$ cat src/hdl/rc5d_pkg.sv
// Shared types and constants for the RC5 IR frame decoder.
`timescale 1ns / 1ps

package rc5d_pkg;

    // Defaults for top-level parameters
    localparam int FRAME_LENGTH_DEF = 13;
    localparam int TICK_BITS_DEF    = 16;

    // Bits kept from a frame: start2, toggle, 5 address, 6 command
    localparam int KEPT_BITS    = 13;
    localparam int ADDR_W       = 5;
    localparam int CMD_W        = 7;
    localparam int CMD_LOW_W    = 6;
    localparam int BITS_TAKEN_W = 4;

    // Configuration port
    localparam int CFG_W       = 16;
    localparam int APB_DATA_W  = 32;
    localparam int CFG_ADDR_W  = 3;
    localparam int CFG_IDX_W   = 1;

    localparam logic [CFG_IDX_W-1:0] REG_START_DELAY     = 1'b0;
    localparam logic [CFG_IDX_W-1:0] REG_SAMPLE_INTERVAL = 1'b1;

    localparam logic [CFG_W-1:0] START_DELAY_RST     = 16'd444;
    localparam logic [CFG_W-1:0] SAMPLE_INTERVAL_RST = 16'd889;

    // Result queue between decoder and output channel
    localparam int QUEUE_DEPTH = 2;
    localparam int QPTR_W      = 1;
    localparam int QCNT_W      = 2;

    typedef enum logic [1:0] {
        PH_IDLE,
        PH_DELAY,
        PH_FIRST,
        PH_SECOND
    } phase_t;

    typedef struct packed {
        logic [CFG_W-1:0] start_delay;
        logic [CFG_W-1:0] sample_interval;
    } cfg_t;

    typedef struct packed {
        logic [ADDR_W-1:0] address;
        logic [CMD_W-1:0]  command;
    } frame_t;

    typedef struct packed {
        logic   valid;
        frame_t frame;
    } frame_push_t;

endpackage

$ cat src/hdl/rc5d_in_if.sv
// Channel carrying receiver level samples.
`timescale 1ns / 1ps

interface rc5d_in_if;
    logic valid;
    logic ready;
    logic ir_level;

    modport source (output valid, output ir_level, input ready);
    modport sink (input valid, input ir_level, output ready);
endinterface

$ cat src/hdl/rc5d_out_if.sv
// Channel carrying decoded frames.
`timescale 1ns / 1ps

interface rc5d_out_if;
    logic       valid;
    logic       ready;
    logic [4:0] address;
    logic [6:0] command;

    modport source (output valid, output address, output command, input ready);
    modport sink (input valid, input address, input command, output ready);
endinterface

$ cat src/hdl/rc5_ir_frame_decoder.sv
// Top level of the RC5 IR frame decoder: config regs, decoder, output queue.
// Throughput: one level sample per clock; a sample transaction is taken every cycle
//   unless the output queue already holds two undelivered frames.
// Output: the sample that completes a frame's last bit writes it into the queue; it is
//   offered after older frames; depth (two frames) sets how long the sink may stall.
// Reset: rst_n asynchronous active low; decoder idle with line assumed high,
//   queue empty, start_delay 444 and sample_interval 889.
`timescale 1ns / 1ps

module rc5_ir_frame_decoder
    import rc5d_pkg::*;
#(
    parameter int FRAME_LENGTH = FRAME_LENGTH_DEF,
    parameter int TICK_BITS    = TICK_BITS_DEF
)
(
    input  logic                  clk,
    input  logic                  rst_n,
    rc5d_in_if.sink               samples,
    rc5d_out_if.source            frames,
    input  logic                  psel,
    input  logic                  penable,
    input  logic                  pwrite,
    input  logic [CFG_ADDR_W-1:0] paddr,
    input  logic [APB_DATA_W-1:0] pwdata,
    output logic [APB_DATA_W-1:0] prdata,
    output logic                  pready
);

    cfg_t        cfg;
    frame_push_t frame_push;
    logic        queue_full;
    logic        tick;

    // Front end keeps pace with the sample stream; it only waits when
    // the queue has no room for a frame that might complete.
    assign samples.ready = !queue_full;
    assign tick          = samples.valid && samples.ready;

    rc5d_apb_regs u_regs (
        .clk     (clk),
        .rst_n   (rst_n),
        .psel    (psel),
        .penable (penable),
        .pwrite  (pwrite),
        .paddr   (paddr),
        .pwdata  (pwdata),
        .prdata  (prdata),
        .pready  (pready),
        .cfg     (cfg)
    );

    // Edge detect, half-bit sampling and bit assembly
    rc5d_front #(
        .FRAME_LENGTH (FRAME_LENGTH),
        .TICK_BITS    (TICK_BITS)
    ) u_front (
        .clk      (clk),
        .rst_n    (rst_n),
        .cfg      (cfg),
        .tick     (tick),
        .ir_level (samples.ir_level),
        .push     (frame_push)
    );

    // Finished frames wait here for the sink
    rc5d_out_queue u_queue (
        .clk    (clk),
        .rst_n  (rst_n),
        .push   (frame_push),
        .full   (queue_full),
        .frames (frames)
    );

    // A frame is only produced by an accepted sample transaction
    assert property (@(posedge clk) disable iff (!rst_n)
        frame_push.valid |-> tick)
    else $error("frame pushed without an accepted sample");

    // Output valid can only rise after a push
    assert property (@(posedge clk) disable iff (!rst_n)
        $rose(frames.valid) |-> $past(frame_push.valid))
    else $error("output valid rose without a queued frame");

    // A start_delay write lands in the register
    assert property (@(posedge clk) disable iff (!rst_n)
        (psel && penable && pwrite && pready && paddr[CFG_ADDR_W-1:2] == REG_START_DELAY)
        |=> cfg.start_delay == $past(pwdata[CFG_W-1:0]))
    else $error("start_delay write lost");

endmodule

$ cat src/hdl/rc5d_apb_regs.sv
// APB register block holding the timing configuration.
`timescale 1ns / 1ps

module rc5d_apb_regs
    import rc5d_pkg::*;
(
    input  logic                  clk,
    input  logic                  rst_n,
    input  logic                  psel,
    input  logic                  penable,
    input  logic                  pwrite,
    input  logic [CFG_ADDR_W-1:0] paddr,
    input  logic [APB_DATA_W-1:0] pwdata,
    output logic [APB_DATA_W-1:0] prdata,
    output logic                  pready,
    output cfg_t                  cfg
);

    cfg_t                 cfg_reg;
    cfg_t                 cfg_next;
    logic [CFG_IDX_W-1:0] reg_idx;
    logic                 wr_en;

    assign pready  = 1'b1;
    assign reg_idx = paddr[CFG_ADDR_W-1:2];
    assign wr_en   = psel && penable && pwrite && pready;

    always_comb
    begin
        cfg_next = cfg_reg;
        if (wr_en)
        begin
            case (reg_idx)
                REG_START_DELAY:     cfg_next.start_delay     = pwdata[CFG_W-1:0];
                REG_SAMPLE_INTERVAL: cfg_next.sample_interval = pwdata[CFG_W-1:0];
                default:             cfg_next = cfg_reg;
            endcase
        end
    end

    always_comb
    begin
        case (reg_idx)
            REG_START_DELAY:     prdata = APB_DATA_W'(cfg_reg.start_delay);
            REG_SAMPLE_INTERVAL: prdata = APB_DATA_W'(cfg_reg.sample_interval);
            default:             prdata = '0;
        endcase
    end

    always_ff @(posedge clk or negedge rst_n)
    begin
        if (!rst_n)
        begin
            cfg_reg.start_delay     <= START_DELAY_RST;
            cfg_reg.sample_interval <= SAMPLE_INTERVAL_RST;
        end
        else
        begin
            cfg_reg <= cfg_next;
        end
    end

    assign cfg = cfg_reg;

endmodule

$ cat src/hdl/rc5d_front.sv
// Manchester decoder: edge detect, half-bit timing and frame assembly.
`timescale 1ns / 1ps

module rc5d_front
    import rc5d_pkg::*;
#(
    parameter int FRAME_LENGTH = FRAME_LENGTH_DEF,
    parameter int TICK_BITS    = TICK_BITS_DEF
)
(
    input  logic        clk,
    input  logic        rst_n,
    input  cfg_t        cfg,
    input  logic        tick,
    input  logic        ir_level,
    output frame_push_t push
);

    phase_t                  phase_reg,      phase_next;
    logic [TICK_BITS-1:0]    tick_count_reg, tick_count_next;
    logic [BITS_TAKEN_W-1:0] bits_taken_reg, bits_taken_next;
    logic [KEPT_BITS-1:0]    frame_bits_reg, frame_bits_next;
    logic                    first_half_reg, first_half_next;
    logic                    last_level_reg, last_level_next;

    logic                    fire;
    logic [KEPT_BITS-1:0]    shifted;
    logic [BITS_TAKEN_W-1:0] bits_inc;
    logic [TICK_BITS-1:0]    delay_load;
    logic [TICK_BITS-1:0]    interval_load;

    // A count of zero or one both expire on this tick
    assign fire          = (tick_count_reg <= TICK_BITS'(1));
    assign shifted       = {frame_bits_reg[KEPT_BITS-2:0], first_half_reg};
    assign bits_inc      = bits_taken_reg + BITS_TAKEN_W'(1);
    assign delay_load    = TICK_BITS'(cfg.start_delay);
    assign interval_load = TICK_BITS'(cfg.sample_interval);

    always_comb
    begin
        phase_next      = phase_reg;
        tick_count_next = tick_count_reg;
        bits_taken_next = bits_taken_reg;
        frame_bits_next = frame_bits_reg;
        first_half_next = first_half_reg;
        last_level_next = last_level_reg;
        push.valid      = 1'b0;
        push.frame.address = shifted[CMD_LOW_W +: ADDR_W];
        push.frame.command = {shifted[KEPT_BITS-1], shifted[CMD_LOW_W-1:0]};

        if (tick)
        begin
            last_level_next = ir_level;
            case (phase_reg)
                PH_IDLE:
                begin
                    if (last_level_reg && !ir_level)
                    begin
                        phase_next      = PH_DELAY;
                        tick_count_next = delay_load;
                        bits_taken_next = '0;
                        frame_bits_next = '0;
                    end
                end
                PH_DELAY:
                begin
                    if (fire)
                    begin
                        tick_count_next = interval_load;
                        phase_next      = PH_FIRST;
                    end
                    else
                    begin
                        tick_count_next = tick_count_reg - TICK_BITS'(1);
                    end
                end
                PH_FIRST:
                begin
                    if (fire)
                    begin
                        first_half_next = ir_level;
                        tick_count_next = interval_load;
                        phase_next      = PH_SECOND;
                    end
                    else
                    begin
                        tick_count_next = tick_count_reg - TICK_BITS'(1);
                    end
                end
                PH_SECOND:
                begin
                    if (fire)
                    begin
                        tick_count_next = interval_load;
                        if (first_half_reg != ir_level)
                        begin
                            frame_bits_next = shifted;
                            bits_taken_next = bits_inc;
                            if (bits_inc >= BITS_TAKEN_W'(FRAME_LENGTH))
                            begin
                                push.valid = 1'b1;
                                phase_next = PH_IDLE;
                            end
                            else
                            begin
                                phase_next = PH_FIRST;
                            end
                        end
                        else
                        begin
                            // equal halves: not Manchester, drop the frame
                            phase_next = PH_IDLE;
                        end
                    end
                    else
                    begin
                        tick_count_next = tick_count_reg - TICK_BITS'(1);
                    end
                end
                default:
                begin
                    phase_next = PH_IDLE;
                end
            endcase
        end
    end

    always_ff @(posedge clk or negedge rst_n)
    begin
        if (!rst_n)
        begin
            phase_reg      <= PH_IDLE;
            tick_count_reg <= '0;
            bits_taken_reg <= '0;
            frame_bits_reg <= '0;
            first_half_reg <= 1'b0;
            last_level_reg <= 1'b1;
        end
        else
        begin
            phase_reg      <= phase_next;
            tick_count_reg <= tick_count_next;
            bits_taken_reg <= bits_taken_next;
            frame_bits_reg <= frame_bits_next;
            first_half_reg <= first_half_next;
            last_level_reg <= last_level_next;
        end
    end

endmodule

$ cat src/hdl/rc5d_out_queue.sv
// Two-entry frame queue driving the output channel.
`timescale 1ns / 1ps

module rc5d_out_queue
    import rc5d_pkg::*;
(
    input  logic              clk,
    input  logic              rst_n,
    input  frame_push_t       push,
    output logic              full,
    rc5d_out_if.source        frames
);

    frame_t              entry_reg [QUEUE_DEPTH];
    logic [QPTR_W-1:0]   wr_ptr_reg, wr_ptr_next;
    logic [QPTR_W-1:0]   rd_ptr_reg, rd_ptr_next;
    logic [QCNT_W-1:0]   count_reg,  count_next;
    logic                pop;

    assign full           = (count_reg == QCNT_W'(QUEUE_DEPTH));
    assign frames.valid   = (count_reg != '0);
    assign frames.address = entry_reg[rd_ptr_reg].address;
    assign frames.command = entry_reg[rd_ptr_reg].command;
    assign pop            = frames.valid && frames.ready;

    always_comb
    begin
        wr_ptr_next = push.valid ? wr_ptr_reg + QPTR_W'(1) : wr_ptr_reg;
        rd_ptr_next = pop ? rd_ptr_reg + QPTR_W'(1) : rd_ptr_reg;
        count_next  = count_reg;
        if (push.valid && !pop)
        begin
            count_next = count_reg + QCNT_W'(1);
        end
        else if (pop && !push.valid)
        begin
            count_next = count_reg - QCNT_W'(1);
        end
    end

    always_ff @(posedge clk or negedge rst_n)
    begin
        if (!rst_n)
        begin
            wr_ptr_reg <= '0;
            rd_ptr_reg <= '0;
            count_reg  <= '0;
        end
        else
        begin
            wr_ptr_reg <= wr_ptr_next;
            rd_ptr_reg <= rd_ptr_next;
            count_reg  <= count_next;
        end
    end

    always_ff @(posedge clk)
    begin
        if (push.valid)
        begin
            entry_reg[wr_ptr_reg] <= push.frame;
        end
    end

endmodule

$ cat src/flat_wrapper.sv
// flat-port wrapper written by rule: the top's interface ports become plain ports
module rc5_ir_frame_decoder_flat import rc5d_pkg::*;
#(
    parameter int FRAME_LENGTH = FRAME_LENGTH_DEF,
    parameter int TICK_BITS    = TICK_BITS_DEF
)
  (clk, rst_n, psel, penable, pwrite, paddr, pwdata, prdata, pready, samples_valid, samples_ir_level, samples_ready, frames_valid, frames_address, frames_command, frames_ready);
  rc5d_in_if samples_i ();
  rc5d_out_if frames_i ();
  input  logic clk;
  input  logic rst_n;
  input  logic psel;
  input  logic penable;
  input  logic pwrite;
  input  logic [CFG_ADDR_W-1:0] paddr;
  input  logic [APB_DATA_W-1:0] pwdata;
  output logic [APB_DATA_W-1:0] prdata;
  output logic pready;
  input wire logic [$bits(samples_i.valid)-1:0] samples_valid;
  input wire logic [$bits(samples_i.ir_level)-1:0] samples_ir_level;
  output wire logic [$bits(samples_i.ready)-1:0] samples_ready;
  output wire logic [$bits(frames_i.valid)-1:0] frames_valid;
  output wire logic [$bits(frames_i.address)-1:0] frames_address;
  output wire logic [$bits(frames_i.command)-1:0] frames_command;
  input wire logic [$bits(frames_i.ready)-1:0] frames_ready;
  assign samples_i.valid = samples_valid;
  assign samples_i.ir_level = samples_ir_level;
  assign samples_ready = samples_i.ready;
  assign frames_valid = frames_i.valid;
  assign frames_address = frames_i.address;
  assign frames_command = frames_i.command;
  assign frames_i.ready = frames_ready;
  rc5_ir_frame_decoder #(.FRAME_LENGTH(FRAME_LENGTH), .TICK_BITS(TICK_BITS)) u_core (.clk(clk), .rst_n(rst_n), .samples(samples_i), .frames(frames_i), .psel(psel), .penable(penable), .pwrite(pwrite), .paddr(paddr), .pwdata(pwdata), .prdata(prdata), .pready(pready));
endmodule
$ cat config.mk
export PLATFORM = sky130hd
export DESIGN_NAME = rc5_ir_frame_decoder_flat
export DESIGN_NICKNAME = d
export VERILOG_FILES = /design/src/hdl/rc5d_pkg.sv /design/src/hdl/rc5d_in_if.sv /design/src/hdl/rc5d_out_if.sv /design/src/hdl/rc5_ir_frame_decoder.sv /design/src/hdl/rc5d_apb_regs.sv /design/src/hdl/rc5d_front.sv /design/src/hdl/rc5d_out_queue.sv /design/src/flat_wrapper.sv
export SDC_FILE = /design/constraint.sdc
export NUM_CORES = 1
export LEC_CHECK = 0
export BUFFER_PORTS_ARGS = -buffer_cell sky130_fd_sc_hd__clkbuf_2
export CAP_MARGIN = 20
export CORE_ASPECT_RATIO = 0.5
export CORE_UTILIZATION = 47
export DETAILED_ROUTE_END_ITERATION = 10
export PLACE_DENSITY = 0.73
export SYNTH_ARGS = -nofsm -noshare
export SYNTH_HDL_FRONTEND = slang
export SYNTH_SLANG_ARGS = --single-unit
$ cat constraint.sdc
create_clock -name clk -period 4.1 [get_ports clk]
set_input_delay 0.82 -clock clk [delete_from_list [all_inputs] [get_ports clk]]
set_output_delay 0.82 -clock clk [all_outputs]
set_load 0.005 [all_outputs]
Word level (Yosys, flattened, before mapping)
Memory sizes are Yosys's and may differ from the RTL's.
Index checks and enable logic that the tools add are counted.
W data, S select, Z words.
{"block": "op_classes", "bitwise": 1, "addsub": 6, "n_eq_ne": 10, "mux": 28, "n_lt_le_gt_ge": 2, "n_reduce_logical": 22}
{"op": "$pmux W32 S2", "count": 1}
{"op": "$mux W12", "count": 3}
{"op": "$mux W16", "count": 2}
{"op": "$pmux W16 S2", "count": 1}
{"op": "$pmux W12 S2", "count": 1}
{"op": "$le A16 B1 Y1 const B", "count": 1}
{"op": "$mux W2", "count": 8}
{"op": "$sub A16 B1 Y16 const B", "count": 1}
{"op": "$mux W4", "count": 3}
{"op": "$ne A2 B2 Y1 const B", "count": 5}
{"op": "$reduce_and A5 Y1", "count": 2}
{"op": "$pmux W2 S4", "count": 1}
{"op": "$pmux W4 S2", "count": 1}
{"op": "$logic_and A1 B1 Y1", "count": 7}
{"op": "$mux W1", "count": 7}
{"op": "$eq A2 B2 Y1 const B", "count": 3}
{"op": "$reduce_and A2 Y1", "count": 3}
{"op": "$reduce_bool A2 Y1", "count": 3}
{"op": "$add A4 B1 Y4 const B", "count": 1}
{"op": "$ge A4 B4 Y1 const B", "count": 1}
{"op": "$logic_not A1 Y1", "count": 4}
{"op": "$reduce_and A3 Y1", "count": 1}
{"op": "$reduce_or A3 Y1", "count": 1}
{"op": "$add A1 B1 Y1 const B", "count": 2}
{"op": "other kinds (6)", "count": 6}
{"block": "totals", "reg_bits": 72, "n_memories": 1, "in_bits": 43, "mem_bits_rw": 24, "elab_cells": 81}
{"name": "u_core.u_queue.entry_reg", "words": 2, "width": 12, "read_ports": 1, "rd_clocked_by_memory_dff": 0, "wr": 1, "line": "rc5d_out_queue.sv:14", "rtl": "frame_t entry_reg [QUEUE_DEPTH];"}

Depth between registers and ports, before layout
Gate-level depths: netlist (run 1).
{"block": "logic_depth", "depth_word": 11, "mapped_depth": 12}

Modules after synthesis
From an unflattened synthesis (run 1), not the netlist that was laid out.
{"block": "unflattened", "cells_unflattened": 405, "hier_area_um2": 5062.4}
{"mod": "rc5d_front", "n_inst": 1, "area_each_um2": 2336.0, "seq_area_each_um2": 902.1, "cells_each": 245}
{"mod": "rc5d_apb_regs", "n_inst": 1, "area_each_um2": 1614.0, "seq_area_each_um2": 817.0, "cells_each": 105}
{"mod": "rc5d_out_queue", "n_inst": 1, "area_each_um2": 1102.3, "seq_area_each_um2": 820.8, "cells_each": 53}
{"mod": "rc5_ir_frame_decoder", "n_inst": 1, "area_each_um2": 10.0, "seq_area_each_um2": 0.0, "cells_each": 2}

Least setup slack after synthesis (run 1)
OpenSTA, ideal clock, no wires.
{"block": "synth_path", "kind": "register to register", "start": "register u_core.u_front.tick_count_reg[4]", "end": "memory u_core.u_queue.entry_reg[0][0] in the netlist's numbering (enable)", "slack_ns": 1.385, "path_stages_with_launch": 6, "arrival_time_ns": 2.335, "setup_ns": 0.380, "path_cell_list": "dfrtp_1 or4_4 or4_4 nor2_1 nand3_1 nor2_1"}
{"block": "synth_between", "elab_chain_cells": 6}
{"item": "start, declared", "line": "rc5d_front.sv:20", "rtl": "logic [TICK_BITS-1:0] tick_count_reg, tick_count_next;"}
{"item": "start signal, assigned", "line": "rc5d_front.sv:142", "rtl": "tick_count_reg <= tick_count_next;"}
{"item": "$le A16 B1 Y1", "line": "rc5d_front.sv:33", "rtl": "assign fire = (tick_count_reg <= TICK_BITS'(1));"}
{"item": "$mux W1", "line": "rc5d_front.sv:92", "rtl": "if (fire)"}
{"item": "$mux W1", "line": "rc5d_front.sv:54", "rtl": "case (phase_reg)"}
{"item": "$mux W1", "line": "rc5d_front.sv:51", "rtl": "if (tick)"}
{"item": "$mux W1", "line": "rc5d_out_queue.sv:59", "rtl": "if (push.valid)"}
{"item": "$mux W1 (implied by the code)", "line": "rc5d_out_queue.sv:61", "rtl": "entry_reg[wr_ptr_reg] <= push.frame;"}
{"item": "end, declared", "line": "rc5d_out_queue.sv:14"}
No other way between the ends.

==> flow_metrics.tcl, run 1 <==
set metrics [dict create \
    clk_pin_slew_ps 60 \
    drt-total-wl_mm 9.86 \
    antenna_found_initial 0 \
    syn_area_sq_mm 0.00488 \
    ir_drop_uv 272 \
    wl_per_cell_um 16.2 \
    cts_root_buffer "clkbuf_16" \
    rows 25 \
    drc 0 \
    netlist.area_leader.share_pct 29.7 \
    drive_gt1_share_pct 33.6 \
    ios 90 \
    core_area_sq_mm 0.00976 \
    first_pass_iters 5 \
    maxCapViolCount 0 \
    grt_overflow 0 \
    die_h_um 74.1 \
    period_share_pct 71.4 \
    fmax_mhz 342 \
    synthArstFlopShare_pct 75.0 \
    min_path_cells 2 \
    cp.required_ps 4080 \
    numCtsBuffers 9 \
    fin_util_pct 56.1 \
    ys_seq_elements 96 \
    dp_slack_ps 1150 \
    n_antenna_cell 0 \
    relSlewSlack_pct 42.7 \
    cts_setup_buffers 0 \
    final_hold_viol_count 0 \
    via_count 3462 \
    worst_slack_ps 1170 \
    cts_resized 0 \
    cts_tree "yes" \
    htree_num_levels 3 \
    finalPower_mw 2.77 \
    clk_latency_ps 340 \
    min-delay-path-class "reg2reg" \
    drtAntennaViolNets 0 \
    area_delta_synth_final_pct 12.2 \
    drt_iter0_markers 331 \
    yosys-top-cells-area "dfrtp_1 (30%), edfxtp_1 (15%), mux2_2 (14%)" \
    synth_cell_types 53 \
    finalSetupViolCount 0 \
    grt_max_degree 39 \
    rsz0062_at_grt "false" \
    r2r.worst_path.cells 6 \
    track_usage_pct 19.4 \
    dpl_cell_area_sq_mm 0.00521 \
    layout.nets 517 \
    dieArea_sq_mm 0.0108 \
    synth-seq-area-share_pct 52.1 \
    synth_edf_count 24 \
    clockBufferDepth 2 \
    dp_hpwl_mm 6.79 \
    instances_no_fill 608 \
    path_class "reg2reg" \
    status "completed" \
    clock_sinks 96 \
    crit_start "u_core.u_front.tick_count_reg[4]" \
    r2r-start "u_core.u_front.tick_count_reg[4]" \
    tns_ps 0 \
    synthFlopType "dfrtp_1" \
    cp_max_fo 12 \
    endpoint_kind "flop" \
    fin_hold_ws_ps 457 \
    leakage_nw 2.26 \
    postCtsHoldBufs 0 \
    reg2reg_to "u_core.u_queue.entry_reg[1][7]" \
    rrSetupSlack_ps 1170 \
    die_width_um 146 \
    grt_pass1_wl_mm 16.1 \
    yosysTopAreaCell "dfrtp_1" \
    yosys_warnings 0 \
    endpoint "u_core.u_queue.entry_reg[1][7]" \
    skew_ps 6.16 \
    crit_arrival_ps 2910 \
    syn_avg_cell_area_sq_um 11.6 \
    startpoint_type "flop" \
    worstMarginPinSlew_ps 855 \
    fill_cells 834 \
    largest_reg_flops 32 \
    design_area_sq_mm 0.00547 \
    place.gp.congestion 0.877 \
    power.density_mw_per_mm2 506 \
    min_period_ps 2930 \
    numPortBuffers 54 \
    finalMaxSlewViolations 0 \
    dp_cells 592 \
    start_util_pct 50.0 \
    grt_pass1_vias 3171 \
    netlist_instances 419 \
    routed_via_density 5.69 \
]
-- routing by layer --
metal / part of all wire, % / global-route usage (%) / vias to the layer above
met5: 0 / 0 / -
met4: 1.2 / 6.25 / 0
met3: 5.7 / 4.72 / 10
met2: 46 / 31.3 / 112
met1: 47 / 26.3 / 1705
li1: - / - / 1635
-- logic make-up after synthesis --
family,after synthesis,share of synthesized area (%)
compound gates,100,13.9
flops,96,52.1
simple gates,90,9.82
mux,64,14.7
buf+inv,47,5.26
xor+xnor,14,2.51
fa+ha+maj,6,1.54
other cells,2,0.154
-- layout by cell type (no fill, tap or decap), types with 3 or more instances in the layout --
cell / instances
nor4_1: 5
conb_1: 17
o31ai_1: 3
o22ai_1: 5
nand2_1: 20
a211oi_1: 4
edfxtp_1: 24
clkbuf_16: 9
xnor2_1: 10
ha_1: 6
xor2_1: 4
or3_1: 5
nand4_1: 5
nor2_1: 19
o21ai_0: 19
clkbuf_2: 53
dfrtp_1: 58
o2bb2ai_1: 12
clkinv_2: 3
mux2_2: 62
and2_1: 3
nand3_1: 4
or4_1: 3
buf_4: 8
inv_1: 8
a22oi_1: 23
nor3_1: 10
a21oi_1: 19
dfstp_2: 14
-- critical path, cell delays in order (launching register included) --
cell and delay (ps):
dfrtp_1 440, or4_4 590, or4_4 530, nor2_1 210, nand3_1 170, inv_1 100
and2_1 520
-- cell type report --
type	instances	area, sq um	area share [%]
flip-flops and latches	96	2540	46.4
inverters	8	30.0	0.549
well taps	135	169	3.09
clock buffers	10	229	4.18
multi-input cells	291	2140	39.1
clock inverters	6	35.0	0.640
repair buffers	62	330	6.04
-- cell usage after synthesis, types with 3 or more instances --
cell type	count
buf_4	18
a22oi_1	23
o22ai_1	5
nor2_1	19
nand4_1	5
or4_1	3
clkbuf_1	13
ha_1	6
o2bb2ai_1	12
buf_2	4
mux2_2	62
nor4_1	5
o31ai_1	3
o21ai_0	19
nand3_1	4
a211oi_1	4
edfxtp_1	24
or3_1	5
nand2_1	20
xor2_1	4
inv_1	8
xnor2_1	10
and2_1	3
nor3_1	10
a21oi_1	19
buf_1	3
dfrtp_1	58
dfstp_2	14
-- report_power, final --
group	switching, mW	total, mW	internal, mW
logic	0.357	0.682	0.325
clock network	0.347	0.755	0.408
registers	0.185	1.33	1.15
total	0.889	2.77	1.88
-- worst min path at each step --
stage	end	slack, ps	startpoint
after floorplan	u_core.u_front.last_level_reg	440	u_core.u_front.last_level_reg
after global placement	u_core.u_front.last_level_reg	450	u_core.u_front.last_level_reg
after detailed placement	u_core.u_front.last_level_reg	450	u_core.u_front.last_level_reg
after CTS	u_core.u_front.last_level_reg	460	u_core.u_front.last_level_reg
after global routing	u_core.u_front.last_level_reg	500	u_core.u_front.last_level_reg
final	u_core.u_front.last_level_reg	460	u_core.u_front.last_level_reg
Note: power is estimated with default switching activity, not from simulation.
==> run 2: changes to the inputs <==
PLACE_DENSITY = 0.76   (was 0.73)
clock period = 2.36 ns   (was 4.1 ns; I/O delays follow)
==> run 2 against run 1 <==
The run now ends with negative setup slack left. Cell area increased by 5.0%. Global-route usage increased by 0.76 points. Cell count increased by 3.8%. Sequential share of layout area decreased by 2.2 points. Setup slack got worse by 1200 ps. Routed wire length increased by 3.3%. Via count increased by 1.9%. Largest power group unchanged. Highest routed layer unchanged.
==> flow_metrics.tcl, run 2 (synthesis gave the netlist of run 1 again) <==
set metrics [dict create \
    r2r-start "u_core.u_front.tick_count_reg[4]" \
    grt_max_degree 73 \
    via_count 3528 \
    drtAntennaViolNets 0 \
    leakage_nw 2.41 \
    cts_tree "yes" \
    finalMaxSlewViolations 0 \
    finalPower_mw 5.13 \
    startpoint_type "flop" \
    cts_root_buffer "clkbuf_16" \
    dp_slack_ps -18.2 \
    first_pass_iters 5 \
    crit_start "u_core.u_front.tick_count_reg[4]" \
    final_common_cell "mux2_2" \
    ios 90 \
    crit_arrival_ps 2640 \
    cp_max_fo 3 \
    drt-total-wl_mm 10.2 \
    switchingPower_mw 1.62 \
    track_usage_pct 20.1 \
    core_area_sq_mm 0.00976 \
    dp_hpwl_mm 6.92 \
    cp.required_ps 2590 \
    comb_power_share_pct 27.7 \
    n_antenna_cell 0 \
    rsz0062_at_grt "true" \
    relSlewSlack_pct 46.1 \
    p_seq_share_pct 44.2 \
    clk_pin_slew_ps 60 \
    path_class "reg2reg" \
    numCtsBuffers 9 \
    area_delta_synth_final_pct 17.8 \
    power.density_mw_per_mm2 892 \
    ir_drop_uv 495 \
    min-delay-path-class "in2async" \
    tns_ps -272 \
    drt_iter0_markers 321 \
    min_period_ps 2420 \
    die_h_um 74.1 \
    htree_num_levels 3 \
    finalSetupViolCount 13 \
    fmax_mhz 414 \
    skew_ps 11.3 \
    layout_common_cells "mux2_2 (62), dfrtp_1 (58), clkbuf_2 (53)" \
    fill_cells 847 \
    period_share_pct 102 \
    worst_slack_ps -57.2 \
    drc 0 \
    layout.nets 540 \
    grt_pass1_wl_mm 16.9 \
    status "complete, but fails checks" \
    routed_via_density 5.59 \
    die_width_um 146 \
    grt_overflow 0 \
    switching_share_pct 31.5 \
    drive_gt1_share_pct 38.1 \
    endpoint_kind "flop" \
    clock_sinks 96 \
    start_util_pct 50.0 \
    final_hold_viol_count 0 \
    dieArea_sq_mm 0.0108 \
    wl_per_cell_um 16.1 \
    largest_reg_flops 32 \
    intPower_mw 3.51 \
    antenna_found_initial 0 \
    rows 25 \
    worstMarginPinSlew_ps 806 \
    failed_checks "negative setup slack" \
    p_clk_share_pct 28.1 \
    maxCapViolCount 0 \
    clk_latency_ps 340 \
    grt_pass1_vias 3296 \
    numPortBuffers 54 \
    clockBufferDepth 2 \
    place.gp.congestion 0.933 \
]
## run 2: final cells by class
cell class              count  area, sq um  share of cell area (%)
flip-flops and latches     96         2540                    44.2
clock inverters             7         68.8                    1.20
well taps                 135          169                    2.94
multi-input cells         291         2170                    37.8
clock buffers               9          225                    3.92
repair buffers             85          544                    9.47
inverters                   8         30.0                   0.522
## run 2: through the flow
step | cell area [sq um] | hold slack, ps | utilization (%) | cells
after global placement | 5440 | 446 | 55.7 | 614
after global routing | 5750 | 185 | 58.9 | 631
after CTS | 5730 | 163 | 58.8 | 630
after floorplan | 4960 | 176 | - | 434
final | 5750 | 143 | 58.9 | 631
after detailed placement | 5440 | 465 | 55.7 | 614
## run 2: worst paths after layout
path                                                  to  slack (ps)  cells past startpoint
max                          u_core.u_queue.count_reg[1]         -60                      9
min                                u_core.u_regs.cfg[22]         140                      2
max reg2reg                  u_core.u_queue.count_reg[1]         -60                      9
min reg2reg                u_core.u_front.last_level_reg         470                      2
max in group asynchronous          u_core.u_regs.cfg[24]        1850                      2
min in group clk           u_core.u_front.last_level_reg         370                      3
## run 2: routing by layer
metal / wire [um] / share of wire, % / up-vias / track usage (%)
met5: 0 / 0 / - / 0
met4: 82 / 0.80 / 0 / 5.21
met3: 588 / 5.8 / 8 / 4.85
met2: 4670 / 46 / 109 / 33.0
met1: 4840 / 48 / 1728 / 27.4
li1: - / - / 1683 / -
## run 2: repair_timing
action | 4_1_cts | 5_1_grt
pin swaps | 0 | 1
buffers inserted | 0 | 1
hold buffers | 0 | 0
endpoints found under the hold margin | 0 | 0
gates resized for setup | 1 | 2
endpoints found under the setup margin | 17 | 38
## run 2: critical path: stages (launching register included)
cell and delay [ps]:
dfrtp_1 390, or4_4 530, or4_4 530, nor2_4 160
nand3_4 80, inv_2 70, ha_1 160, xor2_1 190
nor2_2 50, xor2_1 140
## run 2: power groups by stage
stage	clock (mW)	sequential [mW]	combinational (mW)
after floorplan	0	2.21	0.940
after global placement	0	2.27	1.36
after detailed placement	0	2.29	1.39
after CTS	1.47	2.26	1.41
after global routing	1.53	2.30	1.58
final	1.44	2.27	1.42
